**config.mk**
```make
export PLATFORM = sky130hd
export DESIGN_NAME = rational_number_alu
export DESIGN_NICKNAME = d
export VERILOG_FILES = /design/src/hdl/rna_pkg.sv /design/src/hdl/rna_mul.sv /design/src/hdl/rna_core.sv /design/src/hdl/rational_number_alu.sv
export SDC_FILE = /design/constraint.sdc
export NUM_CORES = 2
export LEC_CHECK = 0
export BUFFER_PORTS_ARGS = -buffer_cell sky130_fd_sc_hd__buf_2
export CAP_MARGIN = 20
export CORE_MARGIN = 3
export CORE_UTILIZATION = 59
export DETAILED_ROUTE_END_ITERATION = 6
export PLACE_DENSITY = 0.76
export SETUP_SLACK_MARGIN = 0.15
export SYNTH_ARGS = -nofsm -noshare
export SYNTH_HDL_FRONTEND = slang
export SYNTH_SLANG_ARGS = --single-unit
```
**constraint.sdc**
```tcl
create_clock -name i_clk -period 10.48 [get_ports i_clk]
set_input_delay 2.096 -clock i_clk [delete_from_list [all_inputs] [get_ports i_clk]]
set_output_delay 2.096 -clock i_clk [all_outputs]
set_load 0.01 [all_outputs]
```
**src/hdl/rna_pkg.sv**
```systemverilog
// Shared types, codes and limits for the rational number ALU.
// Used by every module of the block and by its checker; depends on nothing.
package rna_pkg;

    localparam int VALUE_WIDTH_DEF = 16;
    localparam int FIELD_W         = 16;
    localparam int NUM_W           = 32;
    localparam int DEN_W           = 31;
    localparam int LIM_W           = 64;

    localparam logic [2:0] OP_ADD = 3'd0;
    localparam logic [2:0] OP_SUB = 3'd1;
    localparam logic [2:0] OP_MUL = 3'd2;
    localparam logic [2:0] OP_DIV = 3'd3;
    localparam logic [2:0] OP_CMP = 3'd4;

    localparam logic [1:0] ORD_EQ = 2'd0;
    localparam logic [1:0] ORD_GT = 2'd1;
    localparam logic [1:0] ORD_LT = 2'd2;

    localparam logic [1:0] ST_OK       = 2'd0;
    localparam logic [1:0] ST_ZERO_DEN = 2'd1;
    localparam logic [1:0] ST_DIV_ZERO = 2'd2;
    localparam logic [1:0] ST_RANGE    = 2'd3;

    localparam logic [LIM_W-1:0] NUM_POS_MAX = 64'h0000_0000_7FFF_FFFF;
    localparam logic [LIM_W-1:0] NUM_NEG_MAX = 64'h0000_0000_8000_0000;
    localparam logic [LIM_W-1:0] DEN_MAX     = 64'h0000_0000_7FFF_FFFF;

    typedef struct packed {
        logic [2:0]                 opcode;
        logic signed [FIELD_W-1:0]  num_a;
        logic signed [FIELD_W-1:0]  den_a;
        logic signed [FIELD_W-1:0]  num_b;
        logic signed [FIELD_W-1:0]  den_b;
    } t_in_word;

    typedef struct packed {
        logic signed [NUM_W-1:0]    res_num;
        logic [DEN_W-1:0]           res_den;
        logic [1:0]                 order;
        logic [1:0]                 status;
    } t_out_word;

endpackage

```
**src/hdl/rna_mul.sv**
```systemverilog
// Registered unsigned multiplier for operand magnitudes.
// Depends on rna_pkg for the default width.
module rna_mul import rna_pkg::*; #(
    parameter int VALUE_WIDTH = VALUE_WIDTH_DEF
) (
    input  logic                       i_clk,
    input  logic [VALUE_WIDTH-1:0]     i_x,
    input  logic [VALUE_WIDTH-1:0]     i_y,
    output logic [2*VALUE_WIDTH-1:0]   o_prod
);

    localparam int PW = 2 * VALUE_WIDTH;

    logic [PW-1:0] r_prod;
    logic [PW-1:0] n_prod;

    assign n_prod = i_x * i_y;

    always_ff @(posedge i_clk) begin
        r_prod <= n_prod;
    end

    assign o_prod = r_prod;

endmodule

```
**src/hdl/rna_core.sv**
```systemverilog
// Reduction unit: binary GCD of two magnitudes, then restoring division of both by it.
// One subtractor serves the GCD steps and the division steps. Depends on rna_pkg.
module rna_core import rna_pkg::*; #(
    parameter int VALUE_WIDTH = VALUE_WIDTH_DEF
) (
    input  logic                       i_clk,
    input  logic                       i_rst_n,
    input  logic                       i_go,
    input  logic [2*VALUE_WIDTH-1:0]   i_nmag,
    input  logic [2*VALUE_WIDTH-1:0]   i_dmag,
    output logic                       o_done,
    output logic [2*VALUE_WIDTH-1:0]   o_nq,
    output logic [2*VALUE_WIDTH-1:0]   o_dq
);

    localparam int MW = 2 * VALUE_WIDTH;
    localparam int KW = $clog2(MW);
    localparam int CW = $clog2(MW);

    localparam logic [1:0] C_IDLE  = 2'd0;
    localparam logic [1:0] C_GCD   = 2'd1;
    localparam logic [1:0] C_SHIFT = 2'd2;
    localparam logic [1:0] C_DIV   = 2'd3;

    logic [1:0]    r_st,   n_st;
    logic [MW-1:0] r_u,    n_u;
    logic [MW-1:0] r_v,    n_v;
    logic [MW-1:0] r_n,    n_n;
    logic [MW-1:0] r_d,    n_d;
    logic [MW-1:0] r_g,    n_g;
    logic [KW-1:0] r_k,    n_k;
    logic [MW-1:0] r_rem,  n_rem;
    logic [MW-1:0] r_quo,  n_quo;
    logic [CW-1:0] r_cnt,  n_cnt;
    logic          r_sel,  n_sel;
    logic [MW-1:0] r_nq,   n_nq;
    logic [MW-1:0] r_dq,   n_dq;
    logic          r_done, n_done;

    logic [MW:0]   sh;
    logic [MW:0]   sub_a;
    logic [MW:0]   sub_b;
    logic [MW:0]   sub_y;
    logic [MW:0]   alt_y;
    logic [MW-1:0] quo_step;
    logic [MW-1:0] rem_step;

    assign sh    = {r_rem, r_quo[MW-1]};
    assign sub_a = (r_st == C_DIV) ? sh : {1'b0, r_u};
    assign sub_b = (r_st == C_DIV) ? {1'b0, r_g} : {1'b0, r_v};
    assign sub_y = sub_a - sub_b;
    assign alt_y = {1'b0, r_v} - {1'b0, r_u};

    assign quo_step = {r_quo[MW-2:0], ~sub_y[MW]};
    assign rem_step = sub_y[MW] ? sh[MW-1:0] : sub_y[MW-1:0];

    always_comb begin
        n_st   = r_st;
        n_u    = r_u;
        n_v    = r_v;
        n_n    = r_n;
        n_d    = r_d;
        n_g    = r_g;
        n_k    = r_k;
        n_rem  = r_rem;
        n_quo  = r_quo;
        n_cnt  = r_cnt;
        n_sel  = r_sel;
        n_nq   = r_nq;
        n_dq   = r_dq;
        n_done = 1'b0;
        case (r_st)
            C_IDLE: begin
                if (i_go) begin
                    n_u  = i_nmag;
                    n_v  = i_dmag;
                    n_n  = i_nmag;
                    n_d  = i_dmag;
                    n_k  = '0;
                    n_st = C_GCD;
                end
            end
            C_GCD: begin
                if (r_u == r_v) begin
                    n_st = C_SHIFT;
                end else if (!r_u[0] && !r_v[0]) begin
                    n_u = r_u >> 1;
                    n_v = r_v >> 1;
                    n_k = r_k + 1'b1;
                end else if (!r_u[0]) begin
                    n_u = r_u >> 1;
                end else if (!r_v[0]) begin
                    n_v = r_v >> 1;
                end else if (!sub_y[MW]) begin
                    n_u = sub_y[MW:1];
                end else begin
                    n_v = alt_y[MW:1];
                end
            end
            C_SHIFT: begin
                n_g   = r_u << r_k;
                n_rem = '0;
                n_quo = r_n;
                n_cnt = CW'(MW - 1);
                n_sel = 1'b0;
                n_st  = C_DIV;
            end
            C_DIV: begin
                n_rem = rem_step;
                n_quo = quo_step;
                n_cnt = r_cnt - 1'b1;
                if (r_cnt == '0) begin
                    if (!r_sel) begin
                        n_nq  = quo_step;
                        n_rem = '0;
                        n_quo = r_d;
                        n_cnt = CW'(MW - 1);
                        n_sel = 1'b1;
                    end else begin
                        n_dq   = quo_step;
                        n_done = 1'b1;
                        n_st   = C_IDLE;
                    end
                end
            end
            default: begin
                n_st = C_IDLE;
            end
        endcase
    end

    always_ff @(posedge i_clk) begin
        if (!i_rst_n) begin
            r_st   <= C_IDLE;
            r_done <= 1'b0;
        end else begin
            r_st   <= n_st;
            r_done <= n_done;
        end
        r_u   <= n_u;
        r_v   <= n_v;
        r_n   <= n_n;
        r_d   <= n_d;
        r_g   <= n_g;
        r_k   <= n_k;
        r_rem <= n_rem;
        r_quo <= n_quo;
        r_cnt <= n_cnt;
        r_sel <= n_sel;
        r_nq  <= n_nq;
        r_dq  <= n_dq;
    end

    assign o_done = r_done;
    assign o_nq   = r_nq;
    assign o_dq   = r_dq;

endmodule

```
**src/hdl/rational_number_alu.sv**
```systemverilog
// Top level of the rational number ALU: operand decode, product sequencer and result register.
// Depends on rna_pkg, rna_mul and rna_core.
//
// A word carries an opcode and two fractions num_a/den_a and num_b/den_b. It is taken at a
// rising edge where start is high and busy is low. Each word gives exactly one result word,
// shown on o_data for one cycle while o_strobe is high; the receiver cannot stall it.
// Words with an unused opcode, a zero denominator or a divide by a zero fraction are
// answered the cycle after they are taken, and busy stays low.
// Compare words and words whose sum or product is zero run the three products through the
// shared multiplier and finish in the check state, S_CHECK.
// All other words are reduced by the shared subtract and shift unit: G binary GCD steps,
// G at most 4*VALUE_WIDTH, then two restoring divisions of 2*VALUE_WIDTH steps each.
// Busy then stays high until the core is done, and the result is shown in the same cycle
// that busy falls.
// The next word may be started in the same cycle that the result is shown.
// Reset clears the sequencers; no result is pending after it.
module rational_number_alu import rna_pkg::*; #(
    parameter int VALUE_WIDTH = VALUE_WIDTH_DEF
) (
    input  logic      i_clk,
    input  logic      i_rst_n,
    input  logic      start,
    input  t_in_word  i_data,
    output logic      busy,
    output logic      o_strobe,
    output t_out_word o_data
);

    localparam int VW = VALUE_WIDTH;
    localparam int MW = 2 * VALUE_WIDTH;
    localparam int RW = (VALUE_WIDTH > FIELD_W) ? VALUE_WIDTH : FIELD_W;

    localparam logic [2:0] S_IDLE  = 3'd0;
    localparam logic [2:0] S_MUL1  = 3'd1;
    localparam logic [2:0] S_MUL2  = 3'd2;
    localparam logic [2:0] S_MUL3  = 3'd3;
    localparam logic [2:0] S_COMB  = 3'd4;
    localparam logic [2:0] S_CHECK = 3'd5;
    localparam logic [2:0] S_CORE  = 3'd6;

    function automatic logic [VW-1:0] take_value(input logic [FIELD_W-1:0] raw);
        logic [RW-1:0] ext;
        ext = RW'(raw);
        return ext[VW-1:0];
    endfunction

    function automatic logic [VW-1:0] magnitude(input logic [VW-1:0] v);
        return v[VW-1] ? (~v + 1'b1) : v;
    endfunction

    logic [2:0]    r_st,     n_st;
    logic [2:0]    r_op,     n_op;
    logic [VW-1:0] r_ma,     n_ma;
    logic [VW-1:0] r_mb,     n_mb;
    logic [VW-1:0] r_mc,     n_mc;
    logic [VW-1:0] r_md,     n_md;
    logic          r_sa,     n_sa;
    logic          r_sb,     n_sb;
    logic          r_sc,     n_sc;
    logic          r_sd,     n_sd;
    logic [MW-1:0] r_p1,     n_p1;
    logic [MW-1:0] r_p2,     n_p2;
    logic [MW-1:0] r_nm,     n_nm;
    logic [MW-1:0] r_dm,     n_dm;
    logic          r_neg,    n_neg;
    logic          r_go,     n_go;
    logic          r_strobe, n_strobe;
    t_out_word     r_out,    n_out;

    logic [VW-1:0] va, vb, vc, vd;
    logic [VW-1:0] mul_x, mul_y;
    logic [MW-1:0] m_prod;

    logic          s1, s2, dneg, two_term;
    logic [MW-1:0] m2;
    logic [MW:0]   add_y, d12, d21;
    logic [MW-1:0] sum_mag;
    logic          sum_neg;

    logic          core_done;
    logic [MW-1:0] core_nq, core_dq;
    logic [LIM_W-1:0] nq_ext, dq_ext;
    logic [NUM_W-1:0] num_abs;
    logic             range_fail;

    assign va = take_value(i_data.num_a);
    assign vb = take_value(i_data.den_a);
    assign vc = take_value(i_data.num_b);
    assign vd = take_value(i_data.den_b);

    always_comb begin
        case (r_st)
            S_MUL1: begin
                mul_x = r_ma;
                mul_y = (r_op == OP_MUL) ? r_mc : r_md;
            end
            S_MUL2: begin
                mul_x = r_mb;
                mul_y = r_mc;
            end
            default: begin
                mul_x = r_mb;
                mul_y = (r_op == OP_DIV) ? r_mc : r_md;
            end
        endcase
    end

    rna_mul #(
        .VALUE_WIDTH (VALUE_WIDTH)
    ) u_mul (
        .i_clk  (i_clk),
        .i_x    (mul_x),
        .i_y    (mul_y),
        .o_prod (m_prod)
    );

    always_comb begin
        s1       = r_sa ^ r_sd;
        s2       = s1;
        dneg     = r_sb ^ r_sd;
        two_term = 1'b0;
        case (r_op)
            OP_ADD: begin
                s2       = r_sb ^ r_sc;
                two_term = 1'b1;
            end
            OP_SUB: begin
                s2       = ~(r_sb ^ r_sc);
                two_term = 1'b1;
            end
            OP_MUL: begin
                s1 = r_sa ^ r_sc;
                s2 = s1;
            end
            OP_DIV: begin
                dneg = r_sb ^ r_sc;
            end
            OP_CMP: begin
                s1       = r_sa ^ r_sb;
                s2       = ~(r_sc ^ r_sd);
                two_term = 1'b1;
            end
            default: begin
                two_term = 1'b0;
            end
        endcase
    end

    assign m2    = two_term ? r_p2 : '0;
    assign add_y = {1'b0, r_p1} + {1'b0, m2};
    assign d12   = {1'b0, r_p1} - {1'b0, m2};
    assign d21   = {1'b0, m2} - {1'b0, r_p1};

    always_comb begin
        if (s1 == s2) begin
            sum_mag = add_y[MW-1:0];
            sum_neg = s1;
        end else if (!d12[MW]) begin
            sum_mag = d12[MW-1:0];
            sum_neg = s1;
        end else begin
            sum_mag = d21[MW-1:0];
            sum_neg = s2;
        end
    end

    rna_core #(
        .VALUE_WIDTH (VALUE_WIDTH)
    ) u_core (
        .i_clk   (i_clk),
        .i_rst_n (i_rst_n),
        .i_go    (r_go),
        .i_nmag  (r_nm),
        .i_dmag  (r_dm),
        .o_done  (core_done),
        .o_nq    (core_nq),
        .o_dq    (core_dq)
    );

    assign nq_ext     = LIM_W'(core_nq);
    assign dq_ext     = LIM_W'(core_dq);
    assign num_abs    = nq_ext[NUM_W-1:0];
    assign range_fail = (dq_ext > DEN_MAX) ||
                        (nq_ext > (r_neg ? NUM_NEG_MAX : NUM_POS_MAX));

    always_comb begin
        n_st     = r_st;
        n_op     = r_op;
        n_ma     = r_ma;
        n_mb     = r_mb;
        n_mc     = r_mc;
        n_md     = r_md;
        n_sa     = r_sa;
        n_sb     = r_sb;
        n_sc     = r_sc;
        n_sd     = r_sd;
        n_p1     = r_p1;
        n_p2     = r_p2;
        n_nm     = r_nm;
        n_dm     = r_dm;
        n_neg    = r_neg;
        n_go     = 1'b0;
        n_strobe = 1'b0;
        n_out    = r_out;
        case (r_st)
            S_IDLE: begin
                if (start) begin
                    n_op = i_data.opcode;
                    n_ma = magnitude(va);
                    n_mb = magnitude(vb);
                    n_mc = magnitude(vc);
                    n_md = magnitude(vd);
                    n_sa = va[VW-1];
                    n_sb = vb[VW-1];
                    n_sc = vc[VW-1];
                    n_sd = vd[VW-1];
                    n_out = '0;
                    if (i_data.opcode > OP_CMP) begin
                        n_strobe = 1'b1;
                    end else if (vb == '0 || vd == '0) begin
                        n_out.status = ST_ZERO_DEN;
                        n_strobe     = 1'b1;
                    end else if (i_data.opcode == OP_DIV && vc == '0) begin
                        n_out.status = ST_DIV_ZERO;
                        n_strobe     = 1'b1;
                    end else begin
                        n_st = S_MUL1;
                    end
                end
            end
            S_MUL1: begin
                n_st = S_MUL2;
            end
            S_MUL2: begin
                n_p1 = m_prod;
                n_st = S_MUL3;
            end
            S_MUL3: begin
                n_p2 = m_prod;
                n_st = S_COMB;
            end
            S_COMB: begin
                n_nm  = sum_mag;
                n_dm  = m_prod;
                n_neg = (r_op == OP_CMP) ? sum_neg : (sum_neg ^ dneg);
                n_st  = S_CHECK;
            end
            S_CHECK: begin
                n_out = '0;
                if (r_op == OP_CMP) begin
                    if (r_nm == '0) begin
                        n_out.order = ORD_EQ;
                    end else if (r_neg) begin
                        n_out.order = ORD_LT;
                    end else begin
                        n_out.order = ORD_GT;
                    end
                    n_strobe = 1'b1;
                    n_st     = S_IDLE;
                end else if (r_nm == '0) begin
                    n_out.res_den = DEN_W'(1);
                    n_strobe      = 1'b1;
                    n_st          = S_IDLE;
                end else begin
                    n_go = 1'b1;
                    n_st = S_CORE;
                end
            end
            S_CORE: begin
                if (core_done) begin
                    n_out = '0;
                    if (range_fail) begin
                        n_out.status = ST_RANGE;
                    end else begin
                        n_out.res_num = r_neg ? (~num_abs + 1'b1) : num_abs;
                        n_out.res_den = dq_ext[DEN_W-1:0];
                    end
                    n_strobe = 1'b1;
                    n_st     = S_IDLE;
                end
            end
            default: begin
                n_st = S_IDLE;
            end
        endcase
    end

    always_ff @(posedge i_clk) begin
        if (!i_rst_n) begin
            r_st     <= S_IDLE;
            r_go     <= 1'b0;
            r_strobe <= 1'b0;
        end else begin
            r_st     <= n_st;
            r_go     <= n_go;
            r_strobe <= n_strobe;
        end
        r_op  <= n_op;
        r_ma  <= n_ma;
        r_mb  <= n_mb;
        r_mc  <= n_mc;
        r_md  <= n_md;
        r_sa  <= n_sa;
        r_sb  <= n_sb;
        r_sc  <= n_sc;
        r_sd  <= n_sd;
        r_p1  <= n_p1;
        r_p2  <= n_p2;
        r_nm  <= n_nm;
        r_dm  <= n_dm;
        r_neg <= n_neg;
        r_out <= n_out;
    end

    assign busy     = (r_st != S_IDLE);
    assign o_strobe = r_strobe;
    assign o_data   = r_out;

endmodule

```
; ---- Word-level counts from Yosys, hierarchy flattened
; Index checks and enable logic that the tools add are counted.
[op_classes]
addsub = 12
n_mul = 1
magnitude_cmp = 3
eq_ne = 31
shifts = 1
muxes = 88
n_bitwise = 18
n_reduce_logical = 34
[ops]
columns = cell, count
row1 = $mux W32, 23
row2 = $pmux W32 S2, 4
row3 = $pmux W67 S3, 1
row4 = $mux W67, 2
row5 = $sub A32 B32 Y33, 2
row6 = $add A16 B1 Y16 const B, 4
row7 = $not A16 Y16, 4
row8 = $mux W63, 1
row9 = $mux W15, 4
row10 = $logic_not A16 Y1, 3
row11 = $mux W16, 3
row12 = $mux W33, 1
row13 = $sub A33 B33 Y33, 1
row14 = $add A32 B1 Y32 const B, 1
row15 = $add A32 B32 Y32, 1
row16 = $eq A32 B32 Y1, 1
row17 = $gt A32 B31 Y1 const B, 1
row18 = $gt A32 B32 Y1, 1
row19 = $logic_not A32 Y1, 1
row20 = $mul A16 B16 Y32, 1
row21 = $not A32 Y32, 1
row22 = $pmux W16 S2, 1
row23 = $shl A32 B5 Y32, 1
row24 = $sub A32 B32 Y32, 1
row25 = other kinds (38), 124
[totals]
ff_bits = 606
in_bits = 70
output_inout_bits = 69
elab_cells = 230

; ---- Longest topological paths before layout
[logic_depth]
depth_word = 9
mapped_depth = 30

; ---- Cells and area by module
; A second synthesis with hierarchy kept.
[unflattened]
hier_cells = 4358
hier_area_um2 = 44032.2
[by_module_without_submodules]
columns = module, instances, cells_per_inst, area_each_um2, seq_area_each_um2
row1 = rna_core, 1, 1729, 17703.2, 9038.7
row2 = rational_number_alu, 1, 1618, 17174.0, 8117.8
row3 = rna_mul, 1, 1011, 9155.0, 640.6

; ---- Worst setup path before layout
; OpenSTA, ideal clock, no wires.
[synth_path]
path_type = register to register
from = reg r_st[0]
to = reg u_mul.r_prod[28] (netlist: u_mul.o_prod[28])
setup_ns = 0.118
t_arrival_ns = 7.691
required_time_ns = 10.362
slack_ns = 2.671
stages_incl_launch_ff = 30
n_path_buf = 4
period_less_slack_ns = 7.809
cell_sequence = dfxtp_1 -> nor3b_1 -> clkbuf_1 -> xnor2_1 -> o22ai_1 -> buf_1 -> buf_1 -> mux2_2 -> clkbuf_1 -> nand2_1 -> fa_1 -> fa_1 -> fa_1 -> inv_1 -> fa_1 -> fa_1 -> inv_1 -> fa_1 -> inv_1 -> ha_1 -> a21o_1 -> a21o_1 -> a2111oi_0 -> o31ai_1 -> a31oi_1 -> o21ai_0 -> a21oi_1 -> o21bai_1 -> a21o_1 -> xnor2_1
[synth_between]
elab_chain_cells = 3
word_cells_on_any_way = 5
[synth_lines]
columns = element, line
row1 = "start, declared", rational_number_alu.sv:51  ; logic [2:0] r_st, n_st;
row2 = "start signal, assigned", rational_number_alu.sv:294  ; r_st <= n_st;
row3 = $eq A3 B2 Y1 or $eq A3 B1 Y1 (tied branches), rational_number_alu.sv:92  ; case (r_st)
row4 = $pmux W16 S2 or $mux W16 (tied branches), rational_number_alu.sv:92
row5 = $mul A16 B16 Y32 *, rna_mul.sv:17  ; assign n_prod = i_x * i_y;
row6 = named net u_mul.n_prod[28], rna_mul.sv:15  ; logic [PW-1:0] n_prod;
row7 = "end signal, assigned", rna_mul.sv:20  ; r_prod <= n_prod;
row8 = "end, declared", rna_mul.sv:14  ; logic [PW-1:0] r_prod;
; The timed path passes the listed nets; every way through them passes the cells marked *.
; A chain may end at the register's enable or synchronous reset.

; ---- Worst setup path after layout
[layout_path]
from = reg r_st[2]
to = reg u_mul.r_prod[28] (netlist: u_mul.o_prod[28])
; The elaborated chain is that of the path after synthesis.

==> impl_metrics.env <==
export IMPL_reg2reg_from="r_st[2]"
export IMPL_postCtsHoldBufs=0
export IMPL_die_w_um=276
export IMPL_ctsResizeCount=0
export IMPL_core_um2=72000
export IMPL_drv_cap=0
export IMPL_maxSlewViolCount=0
export IMPL_dp_slack_ps=1740
export IMPL_setup_slack_ps=1730
export IMPL_ys_warn_count=0
export IMPL_synth_seq_cells=606
export IMPL_clock_sinks=606
export IMPL_critPathSlowestCell="a2111oi_0"
export IMPL_final_common_cell="edfxtp_1"
export IMPL_layout_common_cells="566 x edfxtp_1, 452 x nand2_1, 418 x nor2_1"
export IMPL_post_cts_buffers=0
export IMPL_ys_seq_area_share_pct=41.3
export IMPL_htree_levels=3
export IMPL_hold_violations=0
export IMPL_vias_per_cell=6.13
export IMPL_cts_tree="yes"
export IMPL_skew_ps=39.1
export IMPL_nets=4923
export IMPL_routed_wl_um=117000
export IMPL_rsz0062_at_grt="no"
export IMPL_hold_path_class="reg2reg"
export IMPL_finalCritPeriodShare_pct=83.5
export IMPL_dr_pass1_iters=5
export IMPL_start_util_pct=59.9
export IMPL_crit_start="r_st[2]"
export IMPL_multi_input_area_um2=23200
export IMPL_relSlewSlack_pct=28.4
export IMPL_std_cell_rows=98
export IMPL_cts_clk_slew_worst_paths_ps=60
export IMPL_critPathKind="reg2reg"
export IMPL_die_y_um=276
export IMPL_syn_inst=4275
export IMPL_top_level_ports=139
export IMPL_largest_register_ffs=67
export IMPL_r2r_setup_slack_ps=1730
export IMPL_cp_arrival_ps=9260
export IMPL_grt_pass1_wl_um=182000
export IMPL_synth_cell_types=79
export IMPL_async_flop_share_pct=0
export IMPL_routedWlPerCell_um=21.9
export IMPL_gp_congestion=0.968
export IMPL_first_iter_violations=3356
export IMPL_fmax_ghz=0.114
export IMPL_numCtsBuffers=69
export IMPL_register_area_um2=17800
export IMPL_outcome="completed"
export IMPL_fin_tns_setup_ps=0
export IMPL_port_buffer_count=138
export IMPL_path_buf_inv=7
export IMPL_grt_max_degree=132
export IMPL_setup_viol=0
export IMPL_cp_start_kind="register"
export IMPL_drt_drc_violations_left=0
export IMPL_die_area_um2=76300
export IMPL_grt_usage_pct=30.4
export IMPL_required_ps=10990
export IMPL_n_fill_cell=5717
export IMPL_avgSynthCellArea_um2=10.1
export IMPL_cts_root_buf="clkbuf_16"
export IMPL_worstHoldStart="r_dm[10]"
export IMPL_hpwl_um=89600
export IMPL_cp_top_family="adder cells"
export IMPL_ant_nets=0
export IMPL_finalCoreUtilization_pct=65.3
export IMPL_synth_edf_count=566
export IMPL_grt_pass1_vias=32157
export IMPL_crit_path_max_fanout=33
export IMPL_tightest_slew_ps=1070
export IMPL_overflow=0
export IMPL_vias=32818
export IMPL_drive_gt1_share_pct=8.57
export IMPL_worstSkewPairLatency_ps=630
export IMPL_area_delta_synth_final_pct=9.09
export IMPL_syn_area_um2=43100
export IMPL_syn_nets=4852
export IMPL_end_kind="register"
export IMPL_antenna_found_initial=1
export IMPL_clockBufferDepth=3
export IMPL_slowest_delay_ps=630
export IMPL_synth_main_ff_cell="edfxtp_1"
export IMPL_crit_top_cell="fa_1"
export IMPL_period_minus_slack_ps=8750
export IMPL_holdWs_ps=449
-- cells by family (layout without fill, tap and decap cells) --
family,after synthesis,count (layout),synth area share [%]
flops,606,606,41.3
simple gates,1256,1256,13.1
fa+ha+maj,508,508,18.2
mux,189,189,4.84
other cells,0,2,0
xor+xnor,204,204,4.14
compound gates,927,927,13.3
buf+inv,585,710,5.11
-- worst reg2reg max path: cells and delay by family (launching register included) --
| kind | cells | cell delay (ps) |
|---|---|---|
| fa+ha+maj | 7 | 3360 |
| compound gates | 9 | 2660 |
| buf+inv | 7 | 1090 |
| flops | 1 | 470 |
| mux | 1 | 410 |
| simple gates | 2 | 380 |
| xor+xnor | 2 | 270 |
-- metrics by stage --
| stage | area, um2 | instances |
|---|---|---|
| finish | 47000 | 5352 |
| global route | 47000 | 5350 |
| CTS | 47000 | 5347 |
| detailed placement | 44800 | 5222 |
| global placement | 44800 | 5221 |
| floorplan | 43100 | 4275 |
-- routing by layer --
layer,routed length [um],GRT usage [%],vias up
met5,0,0,-
li1,-,-,15181
met4,4700,11.3,0
met2,55800,50.5,1380
met3,9590,5.45,254
met1,47300,39.9,16003
-- worst paths after layout --
check | to | cells past startpoint
max | u_mul.o_prod[28] | 28
min reg2reg | u_core.r_d[10] | 0
max reg2reg | u_mul.o_prod[28] | 28
min | u_core.r_d[10] | 0
-- cell type report --
type | instances | area share, %
Inverter | 401 | 3.20
Sequential cell | 606 | 37.8
Clock inverter | 35 | 0.641
Multi-Input combinational cell | 3084 | 49.4
Timing Repair Buffer | 184 | 2.31
Tap cell | 950 | 2.53
Clock buffer | 90 | 4.04
Antenna cell | 2 | 0.0106
-- cells in the mapped netlist, types with 11 or more instances --
cell,instances,area [um2]
o31ai_1,34,255
o21bai_1,34,255
nor2b_1,39,244
nand3_1,47,235
mux4_2,12,270
a21oi_1,326,1630
mux2i_1,142,1420
a21o_1,85,638
o221ai_1,11,96.3
o211ai_1,17,128
o22ai_1,20,125
xor2_1,65,569
buf_1,23,86.3
o21a_1,20,150
mux2_2,30,338
or3_1,28,175
nor3_1,47,235
and3_1,13,81.3
clkbuf_1,157,589
nor2_1,423,1590
or4_1,15,113
inv_1,398,1490
a31oi_1,31,194
edfxtp_1,566,17000
dfxtp_1,40,801
or2_2,14,87.6
ha_1,308,3850
a22oi_1,40,300
nand4_1,31,194
nor4_1,19,119
xnor2_1,139,1220
fa_1,199,3980
nand2b_1,46,288
o21ai_0,191,956
nand2_1,452,1700
and2_1,49,307
a211oi_1,32,240
Power is left out: the tool's default activity adds up to more than one toggle a clock period on the data nets, which glitch-free logic cannot reach.
